File: src/sv/dsfp_pkg.sv
// Package for the delta-seconds field parser.
// Holds the parse phase type, the staged item type and the character codes.
// No dependencies.
`default_nettype none

package dsfp_pkg;

    localparam int AGE_W  = 64;
    localparam int CHAR_W = 8;
    localparam int DIG_W  = 4;

    localparam logic [CHAR_W-1:0] CHAR_NUL   = 8'h00;
    localparam logic [CHAR_W-1:0] CHAR_TAB   = 8'h09;
    localparam logic [CHAR_W-1:0] CHAR_SPACE = 8'h20;
    localparam logic [CHAR_W-1:0] CHAR_COMMA = 8'h2C;
    localparam logic [CHAR_W-1:0] CHAR_ZERO  = 8'h30;
    localparam logic [CHAR_W-1:0] CHAR_NINE  = 8'h39;

    localparam logic [AGE_W-1:0] AGE_SAT = {AGE_W{1'b1}};

    typedef enum logic [2:0] {
        PH_LEAD  = 3'd0,
        PH_DIG   = 3'd1,
        PH_TRAIL = 3'd2,
        PH_GOOD  = 3'd3,
        PH_BAD   = 3'd4
    } t_phase;

    typedef struct packed {
        logic              valid;
        logic [CHAR_W-1:0] char_byte;
        logic              is_last;
    } t_item;

endpackage

`default_nettype wire

File: src/sv/dsfp_in_stage.sv
// Input register of the delta-seconds field parser.
// Captures one item per cycle and holds it while the parse core cannot take it.
// Depends on dsfp_pkg.
`default_nettype none

module dsfp_in_stage
    import dsfp_pkg::*;
(
    input  wire logic              i_clk,
    input  wire logic              i_rst_n,
    input  wire logic              i_valid,
    input  wire logic [CHAR_W-1:0] i_char_byte,
    input  wire logic              i_is_last,
    output logic                   o_stall,
    input  wire logic              i_take,
    output t_item                  o_item
);

    t_item r_item;

    assign o_stall = r_item.valid && !i_take;
    assign o_item  = r_item;

    always_ff @(posedge i_clk) begin
        if (!i_rst_n) begin
            r_item.valid <= 1'b0;
        end else if (!o_stall) begin
            r_item.valid <= i_valid;
        end
    end

    always_ff @(posedge i_clk) begin
        if (!o_stall) begin
            r_item.char_byte <= i_char_byte;
            r_item.is_last   <= i_is_last;
        end
    end

endmodule

`default_nettype wire

File: src/sv/dsfp_core.sv
// Parse core of the delta-seconds field parser.
// Holds the parse phase, the saturating accumulator and the result register.
// Depends on dsfp_pkg.
`default_nettype none

module dsfp_core
    import dsfp_pkg::*;
(
    input  wire logic             i_clk,
    input  wire logic             i_rst_n,
    input  wire t_item            i_item,
    output logic                  o_take,
    output logic                  o_valid,
    input  wire logic             i_stall,
    output logic                  o_field_valid,
    output logic [AGE_W-1:0]      o_age_seconds
);

    t_phase            r_phase;
    t_phase            n_phase;
    logic [AGE_W-1:0]  r_acc;
    logic [AGE_W-1:0]  n_acc;
    logic              r_out_valid;
    logic              r_field_valid;
    logic [AGE_W-1:0]  r_age;

    logic              is_blank;
    logic              is_term;
    logic              is_digit;
    logic [DIG_W-1:0]  digit;
    logic [AGE_W+3:0]  acc_sum;
    logic [AGE_W-1:0]  acc_next;
    logic              acc_step;
    logic              field_ok;
    logic              step;
    logic              out_free;

    assign is_blank = (i_item.char_byte == CHAR_SPACE) || (i_item.char_byte == CHAR_TAB);
    assign is_term  = (i_item.char_byte == CHAR_COMMA) || (i_item.char_byte == CHAR_NUL);
    assign is_digit = (i_item.char_byte >= CHAR_ZERO) && (i_item.char_byte <= CHAR_NINE);
    assign digit    = DIG_W'(i_item.char_byte - CHAR_ZERO);

    // value*10 + digit, saturate when any bit above the word is set
    assign acc_sum  = {1'b0, r_acc, 3'b000} + {3'b000, r_acc, 1'b0}
                    + {{AGE_W{1'b0}}, digit};
    assign acc_next = (acc_sum[AGE_W+3:AGE_W] != 4'd0) ? AGE_SAT : acc_sum[AGE_W-1:0];

    always_comb begin
        n_phase = r_phase;
        unique case (r_phase)
            PH_LEAD: begin
                if (is_blank) begin
                    n_phase = PH_LEAD;
                end else if (is_digit) begin
                    n_phase = PH_DIG;
                end else begin
                    n_phase = PH_BAD;
                end
            end
            PH_DIG: begin
                if (is_digit) begin
                    n_phase = PH_DIG;
                end else if (is_blank) begin
                    n_phase = PH_TRAIL;
                end else if (is_term) begin
                    n_phase = PH_GOOD;
                end else begin
                    n_phase = PH_BAD;
                end
            end
            PH_TRAIL: begin
                if (is_blank) begin
                    n_phase = PH_TRAIL;
                end else if (is_term) begin
                    n_phase = PH_GOOD;
                end else begin
                    n_phase = PH_BAD;
                end
            end
            default: begin
                n_phase = r_phase;
            end
        endcase
    end

    always_comb begin
        acc_step = is_digit && ((r_phase == PH_LEAD) || (r_phase == PH_DIG));
        field_ok = (n_phase == PH_DIG) || (n_phase == PH_TRAIL) || (n_phase == PH_GOOD);
        n_acc    = acc_step ? acc_next : r_acc;
    end

    assign out_free = !r_out_valid || !i_stall;
    assign o_take   = !i_item.is_last || out_free;
    assign step     = i_item.valid && o_take;

    always_ff @(posedge i_clk) begin
        if (!i_rst_n) begin
            r_phase <= PH_LEAD;
            r_acc   <= '0;
        end else if (step) begin
            if (i_item.is_last) begin
                r_phase <= PH_LEAD;
                r_acc   <= '0;
            end else begin
                r_phase <= n_phase;
                r_acc   <= n_acc;
            end
        end
    end

    always_ff @(posedge i_clk) begin
        if (!i_rst_n) begin
            r_out_valid <= 1'b0;
        end else if (out_free) begin
            r_out_valid <= step && i_item.is_last;
        end
    end

    always_ff @(posedge i_clk) begin
        if (step && i_item.is_last) begin
            r_field_valid <= field_ok;
            r_age         <= field_ok ? n_acc : '0;
        end
    end

    assign o_valid       = r_out_valid;
    assign o_field_valid = r_field_valid;
    assign o_age_seconds = r_age;

endmodule

`default_nettype wire

File: src/sv/delta_seconds_field_parser_unit.sv
// Delta-seconds field parser: one header byte per item, one result per value.
// Path: the last byte passes the input register, then the result register that drives o_valid.
// Throughput: 1 item per cycle while o_stall is low; the input register and the result register
// let a new byte enter while a result waits to be taken.
// Reset: synchronous, active low; clears both valids, the phase and the value.
// Depends on dsfp_pkg, dsfp_in_stage and dsfp_core.
`default_nettype none

module delta_seconds_field_parser_unit
    import dsfp_pkg::*;
(
    input  wire logic              i_clk,
    input  wire logic              i_rst_n,
    input  wire logic              i_valid,
    output logic                   o_stall,
    input  wire logic [CHAR_W-1:0] i_char_byte,
    input  wire logic              i_is_last,
    output logic                   o_valid,
    input  wire logic              i_stall,
    output logic                   o_field_valid,
    output logic [AGE_W-1:0]       o_age_seconds
);

    t_item item;
    logic  take;

    dsfp_in_stage u_in_stage (
        .i_clk       (i_clk),
        .i_rst_n     (i_rst_n),
        .i_valid     (i_valid),
        .i_char_byte (i_char_byte),
        .i_is_last   (i_is_last),
        .o_stall     (o_stall),
        .i_take      (take),
        .o_item      (item)
    );

    dsfp_core u_core (
        .i_clk         (i_clk),
        .i_rst_n       (i_rst_n),
        .i_item        (item),
        .o_take        (take),
        .o_valid       (o_valid),
        .i_stall       (i_stall),
        .o_field_valid (o_field_valid),
        .o_age_seconds (o_age_seconds)
    );

endmodule

`default_nettype wire

File: config.mk
export PLATFORM = sky130hd
export DESIGN_NAME = delta_seconds_field_parser_unit
export DESIGN_NICKNAME = d
export VERILOG_FILES = /design/src/sv/dsfp_pkg.sv /design/src/sv/dsfp_in_stage.sv /design/src/sv/dsfp_core.sv /design/src/sv/delta_seconds_field_parser_unit.sv
export SDC_FILE = /design/constraint.sdc
export NUM_CORES = 1
export LEC_CHECK = 0
export BUFFER_PORTS_ARGS = -buffer_cell sky130_fd_sc_hd__buf_4
export CAP_MARGIN = 5
export CORE_MARGIN = 1.5
export CORE_UTILIZATION = 50
export CTS_CLUSTER_SIZE = 40
export DETAILED_ROUTE_END_ITERATION = 10
export HOLD_SLACK_MARGIN = 0.06
export PLACE_DENSITY = 0.68
export SLEW_MARGIN = 20
export SYNTH_ARGS = -nofsm -noshare
export SYNTH_HDL_FRONTEND = slang
export SYNTH_HIERARCHICAL = 1
export SYNTH_SLANG_ARGS = --single-unit
File: constraint.sdc
create_clock -name i_clk -period 4.8 [get_ports i_clk]
set_input_delay 0.48 -clock i_clk [delete_from_list [all_inputs] [get_ports i_clk]]
set_output_delay 0.48 -clock i_clk [all_outputs]
set_load 0.05 [all_outputs]
; ---- After elaboration in Yosys (flattened, before gate mapping)
; Index checks and enable logic that the tools add are counted.
[classes]
n_lt_le_gt_ge = 2
addsub = 3
n_reduce_logical = 19
eq_ne = 8
mux = 10
[op_table]
columns = op, count
row1 = two-way mux 64 bit, 3
row2 = adder 67 x 65 -> 68 bit, 1
row3 = adder 68 x 4 -> 68 bit, 1
row4 = two-way mux 3 bit, 6
row5 = "== test 8 x 6 -> 1 bit, second input constant", 2
row6 = "== test 3 x 2 -> 1 bit, second input constant", 3
row7 = one-hot mux 3 bit (3 select lines), 1
row8 = "== test 8 x 4 -> 1 bit, second input constant", 1
row9 = "greater-or-equal comparator 8 x 6 -> 1 bit, second input constant", 1
row10 = "<= comparator 8 x 6 -> 1 bit, second input constant", 1
row11 = zero test 8 bit, 1
row12 = logical OR 1 bit, 7
row13 = "== test 3 x 1 -> 1 bit, second input constant", 2
row14 = logical AND 1 bit, 5
row15 = zero test 1 bit, 4
row16 = nonzero test 4 bit, 1
row17 = "subtractor 4 x 1 -> 4 bit, second input constant", 1
row18 = zero test 3 bit, 1
[totals]
elab_cells = 50
reg_bits = 143
inputBits = 13
out_inout_bits = 67

; ---- Depth between registers and ports, before layout
; Gate-level depths: netlist (run 1).
[depth]
depth_word = 9
ltp_mapped = 18
mapped_depth_nobuf = 15

; ---- Cells and area by module
; Netlist (run 1), hierarchy kept.
[by_module_without_submodules]
columns = module, seq_area_each_um2, area_per_inst_um2, cells_each, n_inst
row1 = dsfp_core, 3313.2, 10706.5, 1203, 1
row2 = dsfp_in_stage, 290.3, 315.3, 13, 1

; ---- Worst setup path after synthesis (run 1)
; OpenSTA, ideal clock, no wires.
[synth_path]
kind = register to register
from = reg u_in_stage.r_item, in the netlist u_in_stage/o_item[4]
to = reg u_core.r_age[44] (netlist: u_core/o_age_seconds[44]) (data pin)
t_required_ns = 4.542
arrival_time_ns = 3.789
n_path_buf = 2
setup_time_ns = 0.258
stages_incl_launch_ff = 15
setup_slack_ns = 0.753
synth_period_minus_slack_ns = 4.047
cell_sequence = edfxtp_1 > fa_1 > ha_1 > a211o_1 > a2111oi_4 > nor2_1 > o221ai_2 > nor4_1 > o211ai_2 > and2_4 > o31ai_2 > a2111o_1 > buf_4 > buf_2 > o221a_2
[synth_between]
elab_chain_len = 9
elab_cells_between_ends = 26
cone_classes = 2 x add/sub / 2 x order compare / 6 x eq/ne / 8 x mux / 8 x reduce/logical
[synth_lines]
columns = element, line_no
row1 = start: declaration, dsfp_in_stage.sv:19  ; t_item r_item;
row2 = branches (longest 9 deep; another with adder 68 x 4 -> 68 bit), -
row3 = end signal: assignment, dsfp_core.sv:122  ; r_age <= field_ok ? n_acc : '0;
row4 = end: declaration, dsfp_core.sv:25  ; logic [AGE_W-1:0] r_age;
; Parallel ways; which one is timed is not known.
; A chain may end at the register's enable or synchronous reset.

; ---- Final worst setup path (run 1)
[layout_path]
from = reg u_in_stage.r_item, in the netlist u_in_stage/o_item[4]
to = reg u_core.r_age[48] (netlist: u_core/o_age_seconds[48]) (data pin)
; The elaborated chain is that of the path after synthesis.

==> out/results.txt, run 1 <==
Die X -> 151.5 um
Synth Area in XOR/XNOR -> 0.04688
Mapped Cells -> 1216
CP arrival -> 4.77 ns
CP startpoint -> u_in_stage/o_item[4]
Top FF cell, synth -> edfxtp_1
Min Hold Slack -> 0.2209 ns
Vias in the first global route -> 9107
Combinational family with the most area after synthesis -> compound AO/OA/AOI/OAI gates
CTS buffer count -> 17
Reg2Reg Depth -> 13
Routed WL per cell -> 19.80 um
WHS Path Cells -> 1
Worst path required time -> 4.99 ns
Endpoints failing setup -> 0
Fmax -> 0.2181 GHz
RSZ-0062 raised after global routing -> false
DRT iter0 DRCs -> 616
Clk sinks -> 143
WS Path Type -> reg -> reg
Post-synth EDFFs -> 74
CP Launch Type -> flip-flop
Hold WC Path Type -> in -> reg
Io pins -> 80
Mapped cell area -> 11020 um^2
Area grow syn2layout -> 12.60%
Layout filler cell count -> 1968
Post-layout net count -> 1402
Routed Wire Length -> 30.75 mm
Die Y -> 151.5 um
Outcome -> complete, no violations
Antenna violations before repair -> 0
Critical Path End -> u_core/o_age_seconds[48]
Multiplexer share of the synthesized area -> 0.002270
Reg-to-Reg End -> u_core/o_age_seconds[48]
Worst Skew -> 0.01217 ns
Clk slew on worst S/H paths -> 0.06 ns
Net Count, Synth -> 1358
Largest net degree at the start of global routing -> 54
Clock buffer depth -> 2
Seq/Total Area, Yosys -> 0.3269
Number of H-tree levels -> 4
Die ar. -> 22940 um^2
Crit. End Element -> flip-flop
Setup TNS -> 0 ns
Tmin final -> 4.584 ns
Syn_area_per_cell -> 9.064 um^2
Port buffer count -> 79
Synthesized flop and latch total -> 143
DPL Wire Length -> 22.68 mm
Final Max Slew Viols -> 0
Critical-path maximum fanout -> 51
Placed insts -> 1520
# rows -> 54
CTS tree -> done
Hold-fix buffers, CTS -> 0
Core area -> 21760 um^2
Static leakage -> 5.532 nW
Compound-Gate Fraction of Synth Area -> 0.2753
Simple-gate share of the synthesized area -> 0.1546
DRC viols -> 0
Overflow after GRT -> 0
Async SR Flop Fraction -> 0
Initial Utilization -> 0.5066
R2R Setup Slk -> 0.22 ns
Routed vias -> 9825
Gpl congestion -> 0.9736
First-pass GRT wire length -> 48.34 mm
Normalized max-slew margin -> 0.2642
Worst slew pin tran -> 1.095 ns
Post-route ant nets -> 0
PwrDens -> 232.8 nW/um^2
Clk_lat worst skew -> 0.43 ns
Count of cell types in the netlist -> 82
Final period util -> 0.9551
Worst flop-to-flop path startpoint -> u_in_stage/o_item[4]
Pre-Repair DR Iteration Count -> 5
Max Cap Violations -> 0
Yosys synthesis warning count -> 6
CTS Root Cell -> clkbuf_16
Post-DR vias/cell -> 6.326
Placed Area -> 11800 um^2
Adder-cell share of the synthesized area -> 0.1478
Maximum VDD drop -> 0.1833 mV
Number of diodes -> 0
Share of post-route cells with drive strength above 1 -> 0.1673
Hold Vio Cnt, Final -> 0
Total track usage -> 0.2714
Post-Layout Inst Area -> 12410 um^2
Finished Layout Cells -> 1553
-- final cells by class --
cell class | instances | area [um^2] | share of cell area
inverters | 30 | 112.6 | 0.009073
clock buffers | 18 | 439.2 | 0.03539
clock inverters | 14 | 155.1 | 0.01250
repair buffers | 102 | 803.3 | 0.06472
flip-flops and latches | 143 | 3603 | 0.2904
well taps | 280 | 350.3 | 0.02823
multi-input cells | 966 | 6947 | 0.5597
-- report_power, final --
part	internal (W)	switching (W)
combinational	0.0000527	0.000148
clock	0.000788	0.000579
sequential	0.00131	0.0000160
total	0.00215	0.000743
-- synth_stat cells, drive strengths merged, types with 3 or more instances --
library cell,n,area [um^2]
nor2,92,345.3
edfxtp,74,2222
o221ai,41,427.9
nand3,18,90.09
nand2b,5,38.78
or2,4,25.02
a21o,30,225.2
buf,32,225.2
a21boi,9,67.57
ha,127,1589
a31oi,7,43.79
nor3,35,175.2
nand2,149,559.3
inv,30,112.6
o311ai,13,113.9
and4,3,26.28
a21oi,85,432.9
o21bai,13,97.59
nand4,20,125.1
o211a,4,40.04
a211oi,10,75.07
o221a,46,518.0
and3,12,75.07
xnor2,35,306.5
a221oi,5,43.79
xor2,24,210.2
and2,8,52.55
o21a,11,82.58
o211ai,4,35.03
nor2b,9,56.30
a221o,3,30.03
o21ai,81,409.1
nor4,6,37.54
clkbuf,45,171.4
or3,7,43.79
dfxtp,69,1381
a22oi,10,75.07
a2111oi,4,60.06
a2111o,3,33.78
o31ai,3,27.52
-- stage by stage --
| stage | total power (W) | setup slack [ns] | utilization |
|---|---|---|---|
| CTS | 0.002908 | 0.1954 | 0.5699 |
| finish | 0.002890 | 0.2156 | 0.5705 |
| floorplan | 0.001480 | 0.7533 | - |
| global placement | 0.001546 | 0.3665 | 0.5426 |
| detailed placement | 0.001550 | 0.2161 | 0.5426 |
| global route | 0.002980 | 0.01845 | 0.5705 |
-- cell families (layout without fill, tap and decap cells) --
logic type	Yosys count	count (layout)
adder cells (fa/ha/maj)	129	129
AND/OR/NAND/NOR	374	374
flip-flops	143	143
AO/OA/AOI/OAI	402	402
buffers and inverters	107	164
XOR/XNOR	59	59
multiplexers	2	2
-- flip-flops by register name, indices dropped and copies added, names as in the netlist --
signal and cells:
u_core/o_age_seconds 64, u_core/r_acc 64, u_in_stage/o_item 10, u_core/r_phase 3
u_core/o_field_valid 1, u_core/o_valid 1
-- repair_timing --
item / CTS / global route
resized for setup: 0 / 3
setup endpoints to repair: 0 / 54
buffers inserted: 0 / 1
-- cell usage in the layout, fill, tap and decap left out, drive strengths merged, types with 6 or more instances in the layout --
| cell | count |
|---|---|
| buf | 102 |
| a31oi | 7 |
| o21ai | 81 |
| a211oi | 10 |
| o221ai | 41 |
| and3 | 12 |
| xor2 | 24 |
| o21a | 11 |
| dfxtp | 69 |
| inv | 35 |
| nand4 | 20 |
| clkbuf | 18 |
| a21boi | 9 |
| and2 | 8 |
| nand2 | 149 |
| a22oi | 10 |
| xnor2 | 35 |
| a21oi | 85 |
| o21bai | 13 |
| edfxtp | 74 |
| a21o | 30 |
| o311ai | 13 |
| ha | 127 |
| nor2b | 9 |
| nor2 | 92 |
| o221a | 46 |
| nand3 | 18 |
| nor4 | 6 |
| nor3 | 35 |
| or3 | 7 |
-- how the worst min path moves through the flow --
stage | start | endpoint | slack, ns
after detailed placement | u_core/r_acc[44] | u_core/r_acc[44] | 0.50
after global placement | u_core/r_acc[37] | u_core/r_acc[37] | 0.49
after floorplan | u_core/r_acc[10] | u_core/r_acc[10] | 0.47
final | i_char_byte[6] | u_in_stage/o_item[7] | 0.22
after CTS | i_char_byte[6] | u_in_stage/o_item[7] | 0.21
after global routing | i_char_byte[4] | u_in_stage/o_item[5] | 0.21
-- routing by layer --
metal / track usage / vias up / routed length (um)
li1: - / 4738 / -
met1: 0.3702 / 4763 / 14190
met2: 0.4416 / 281 / 14400
met3: 0.03593 / 43 / 1453
met4: 0.09223 / 0 / 708
met5: 0 / - / 0
-- worst max-delay path, stage by stage, from the launching register on --
cell and delay [ns]:
edfxtp_1 0.42, fa_1 0.54, ha_1 0.34, a211o_1 0.36
a2111oi_4 0.39, nor2_1 0.14, o221ai_2 0.26, nor4_1 0.15
o211ai_2 0.22, and2_4 0.20, o31ai_2 0.11, a2111o_2 0.63
buf_12 0.22, o221a_2 0.29
No activity file was read; power rests on OpenSTA's default activity.
==> run 2: changes to the inputs <==
--- a/config.mk
+++ b/config.mk
@@ -13,6 +13,7 @@
 export DETAILED_ROUTE_END_ITERATION = 10
 export HOLD_SLACK_MARGIN = 0.06
 export PLACE_DENSITY = 0.68
+export RECOVER_POWER = 25
 export SLEW_MARGIN = 20
 export SYNTH_ARGS = -nofsm -noshare
 export SYNTH_HDL_FRONTEND = slang
==> out/results.txt, run 2 (synthesis gave the netlist of run 1 again) <==
Outcome -> complete, no violations
Die Y -> 151.5 um
CTS buffer count -> 17
Routed WL per cell -> 19.75 um
Number of H-tree levels -> 4
Core area -> 21760 um^2
Max Cap Violations -> 0
Hold WC Path Type -> in -> reg
Tmin final -> 4.579 ns
Die ar. -> 22940 um^2
Gpl congestion -> 0.9736
RSZ-0062 raised after global routing -> false
Final period util -> 0.9540
Routed vias -> 9819
Endpoints failing setup -> 0
CP max-delay cell -> a2111o_2
DRT iter0 DRCs -> 663
PnR worst setup slack -> 0.2206 ns
Fmax -> 0.2184 GHz
CTS tree -> done
Clk_lat worst skew -> 0.43 ns
Hold Vio Cnt, Final -> 0
Post-Layout Inst Area -> 12210 um^2
DRC viols -> 0
Routed Wire Length -> 30.67 mm
Area grow syn2layout -> 10.76%
Static leakage -> 5.341 nW
Final Max Slew Viols -> 0
Worst path required time -> 4.98 ns
First-pass GRT wire length -> 48.34 mm
Min Hold Slack -> 0.2438 ns
Crit. End Element -> flip-flop
Core Util, Final -> 0.5611
Die X -> 151.5 um
Io pins -> 80
Reg2Reg Depth -> 13
Worst Min Path Start -> i_char_byte[5]
Worst slew pin tran -> 1.089 ns
Most frequent cells in the layout -> nand2_1 (149), ha_1 (127), nor2_1 (91)
Worst flop-to-flop path startpoint -> u_in_stage/o_item[4]
CP cell instances -> fa_1, ha_1, a211o_1, a2111oi_4, nor2_1, o221ai_2, nor4_1, o211ai_2, and2_4, o31ai_2, a2111o_2, buf_12, o221a_2
Total track usage -> 0.2714
Antenna violations before repair -> 0
Worst Skew -> 0.01256 ns
Share of post-route cells with drive strength above 1 -> 0.1249
Critical-path maximum fanout -> 51
Clk slew on worst S/H paths -> 0.07 ns
CP startpoint -> u_in_stage/o_item[4]
Post-route ant nets -> 0
CP arrival -> 4.76 ns
WS Path Type -> reg -> reg
Placed Area -> 11800 um^2
Number of diodes -> 0
Overflow after GRT -> 0
DPL Wire Length -> 22.68 mm
Critical Path End -> u_core/o_age_seconds[48]
Clock buffer depth -> 2
Most common cell after layout, fill and taps aside -> nand2_1
Reg-to-Reg End -> u_core/o_age_seconds[48]
CP Launch Type -> flip-flop
Setup TNS -> 0 ns
Post-DR vias/cell -> 6.323
Pre-CTS WS -> 0.2161 ns
Maximum VDD drop -> 0.1835 mV
Hold-fix buffers, CTS -> 0
Clk sinks -> 143
Normalized max-slew margin -> 0.2688
PwrDens -> 235.3 nW/um^2
Worst stage delay on the critical path -> 0.63 ns
Pre-Repair DR Iteration Count -> 5
Largest net degree at the start of global routing -> 54
R2R Setup Slk -> 0.22 ns
# rows -> 54
Post-layout net count -> 1402
Vias in the first global route -> 9107
Initial Utilization -> 0.5066
Port buffer count -> 79
CTS Root Cell -> clkbuf_16
-- run 2: cell types whose count changed in the layout (fill, tap and decap cells not counted), sizes merged --
cell,delta
buf,-61
clkbuf,+61
clkinv,+1
inv,-1
-- run 2: stage by stage --
step	std cells	total power, W
floorplan	1216	0.001480
global placement	1520	0.001546
detailed placement	1520	0.001550
CTS	1552	0.002908
global route	1553	0.002966
finish	1553	0.002872
-- run 2: final cells by class --
| type | instances | area, um^2 |
|---|---|---|
| tap | 280 | 350.3 |
| fill | 2009 | 9548 |
| clock buffer | 18 | 439.2 |
| clock inverter | 14 | 155.1 |
| sequential | 143 | 3603 |
| inverter | 30 | 112.6 |
| timing repair buffer | 102 | 608.1 |
| multi-input combinational | 966 | 6939 |
-- run 2: how the worst min path moves through the flow --
stage / endpoint / slack [ns] / cells past startpoint
after floorplan: u_core/r_acc[10] / 0.47 / 2
after global routing: u_in_stage/o_item[5] / 0.23 / 1
after CTS: u_in_stage/o_item[7] / 0.21 / 1
after global placement: u_core/r_acc[37] / 0.49 / 2
final: u_in_stage/o_item[6] / 0.24 / 1
after detailed placement: u_core/r_acc[44] / 0.50 / 2
-- run 2: timing repair --
item,4_1_cts,5_1_grt
gates resized for setup,0,3
hold endpoints to repair,0,0
buffers inserted,0,1
endpoints found under the setup margin,0,54
-- run 2: metal layers --
| layer | routed length, um | vias up | global-route usage |
|---|---|---|---|
| met1 | 14210 | 4741 | 0.3702 |
| met2 | 14370 | 288 | 0.4416 |
| met5 | 0 | - | 0 |
| li1 | - | 4747 | - |
| met3 | 1432 | 43 | 0.03593 |
| met4 | 660 | 0 | 0.09223 |
-- run 2: power breakdown --
group / internal (W) / switching, W / leakage (nW)
sequential: 0.00131 / 0.0000153 / 1.19
combinational: 0.0000396 / 0.000148 / 3.87
clock: 0.000788 / 0.000575 / 0.283
total: 0.00213 / 0.000739 / 5.34
-- run 2: critical path, delay by kind of cell (launching register included) --
kind / cells / cell delay, ns
AOI/OAI and AO/OA: 7 / 2.25
adders and majority gates: 2 / 0.88
buffers and inverters: 1 / 0.21
DFF: 1 / 0.42
and+or+nand+nor: 3 / 0.49
==> run 3: changes to the inputs <==
==> constraint.sdc (replaced) <==
create_clock -name i_clk -period 4.8 [get_ports i_clk]
set_input_delay 0.96 -clock i_clk [delete_from_list [all_inputs] [get_ports i_clk]]
set_output_delay 0.96 -clock i_clk [all_outputs]
set_load 0.05 [all_outputs]
==> out/results.txt, run 3 (synthesis gave the netlist of run 1 again) <==
Outcome -> complete, no violations
Delay-heaviest family, CP -> compound AO/OA/AOI/OAI gates
Routed WL per cell -> 19.86 um
Post-route ant nets -> 0
CP arrival -> 4.75 ns
Endpoints failing setup -> 0
Antenna violations before repair -> 0
Routed vias -> 9835
Most common cell after layout, fill and taps aside -> nand2_1
WS Path Type -> reg -> reg
DPL Wire Length -> 22.61 mm
Final Max Slew Viols -> 0
Number of H-tree levels -> 4
CP Launch Type -> flip-flop
Worst stage delay on the critical path -> 0.63 ns
Io pins -> 80
Hold Vio Cnt, Final -> 0
PwrDens -> 228.5 nW/um^2
Post-layout net count -> 1401
CP Buf/Inv Count -> 1
Normalized max-slew margin -> 0.2438
Maximum VDD drop -> 0.2125 mV
CP cell instances -> fa_1, ha_1, a211o_1, a2111oi_4, nor2_1, o221ai_2, nor4_1, o211ai_2, and2_4, o31ai_2, a2111o_2, buf_12, o221a_2
Hold-fix buffers, CTS -> 0
Clk slew on worst S/H paths -> 0.06 ns
Die X -> 151.5 um
Worst Skew -> 0.01037 ns
Power Internal -> 0.002062 W
DRC viols -> 0
Setup TNS -> 0 ns
Most frequent cells in the layout -> nand2_1 (149), ha_1 (127), nor2_1 (91)
Overflow after GRT -> 0
Switching share of power -> 0.2584
Area grow syn2layout -> 10.38%
Pre-Repair DR Iteration Count -> 5
Vias in the first global route -> 9414
CP max-delay cell -> a2111o_2
Static leakage -> 5.313 nW
CTS buffer count -> 17
Clock buffer depth -> 2
Post-DR vias/cell -> 6.337
Critical-path maximum fanout -> 51
CTS tree -> done
Post-Layout Inst Area -> 12170 um^2
Port buffer count -> 79
Routed Wire Length -> 30.82 mm
First-pass GRT wire length -> 49.51 mm
Final period util -> 0.9528
RSZ-0062 raised after global routing -> false
Max Cap Violations -> 0
Die Y -> 151.5 um
Finished Layout Cells -> 1552
Number of diodes -> 0
Largest net degree at the start of global routing -> 67
Placed insts -> 1520
Clk sinks -> 143
Worst path required time -> 4.98 ns
Fmax -> 0.2187 GHz
Core area -> 21760 um^2
Worst slew pin tran -> 1.126 ns
Tmin final -> 4.573 ns
Combinational share of power -> 0.067
Clock Power Share -> 0.457
Share of post-route cells with drive strength above 1 -> 0.1242
Placed Area -> 11800 um^2
NetSw -> 0.0007184 W
Hold WC Path Type -> reg -> reg
Initial Utilization -> 0.5066
Total track usage -> 0.2779
CTS Root Cell -> clkbuf_16
Clk_lat worst skew -> 0.43 ns
# rows -> 54
DRT iter0 DRCs -> 693
Crit. End Element -> flip-flop
Die ar. -> 22940 um^2
Gpl congestion -> 0.9744
Share of power burned in registers -> 0.475
[run 3: area by class of cell]
cell class	count	area [um^2]
tap	280	350.3
multi-input combinational	966	6950
clock inverter	12	111.4
clock buffer	20	436.7
inverter	30	112.6
timing repair buffer	101	600.6
sequential	143	3603
fill	2003	9590
[run 3: routing by layer]
layer | global-route usage | wire length (um)
met1 | 0.3760 | 14130
met2 | 0.4523 | 14480
met3 | 0.04431 | 1510
met4 | 0.09029 | 695
met5 | 0 | 0
[run 3: tightest hold or removal path, stage by stage (launching register included)]
cell     delay (ns)
dfxtp_1        0.35
nand2_1        0.07
nand2_1        0.04
[run 3: power groups by stage]
stage,Sequential (W),Clock [W],Combinational (W)
2_1_floorplan,0.00141,0,0.0000676
3_3_place_gp,0.00135,0,0.000198
3_5_place_dp,0.00135,0,0.000200
4_1_cts,0.00132,0.00130,0.000200
5_1_grt,0.00132,0.00134,0.000199
6_report,0.00132,0.00127,0.000187
[run 3: worst paths after layout]
kind	start	to	slack, ns	cells after the start
setup / recovery	u_in_stage/o_item[4]	u_core/o_age_seconds[48]	0.23	13
hold / removal	u_core/r_acc[28]	u_core/r_acc[28]	0.51	2
setup reg to reg	u_in_stage/o_item[4]	u_core/o_age_seconds[48]	0.23	13
hold reg to reg	u_core/r_acc[28]	u_core/r_acc[28]	0.51	2
[run 3: timing repair]
| action | in CTS | in global routing |
|---|---|---|
| setup endpoints to repair | 0 | 68 |
| gates resized for setup | 0 | 4 |
| buffers inserted | 0 | 0 |
[run 3: per-stage QoR]
step / hold WS, ns / power, W / util / setup slack (ns)
6_report: 0.5074 / 0.002780 / 0.5592 / 0.2268
5_1_grt: 0.5328 / 0.002868 / 0.5592 / 0.06860
4_1_cts: 0.5081 / 0.002820 / 0.5677 / 0.1430
3_5_place_dp: 0.4978 / 0.001549 / 0.5426 / 0.2435
3_3_place_gp: 0.4917 / 0.001546 / 0.5426 / 0.3651
2_1_floorplan: 0.4680 / 0.001480 / - / 0.7533
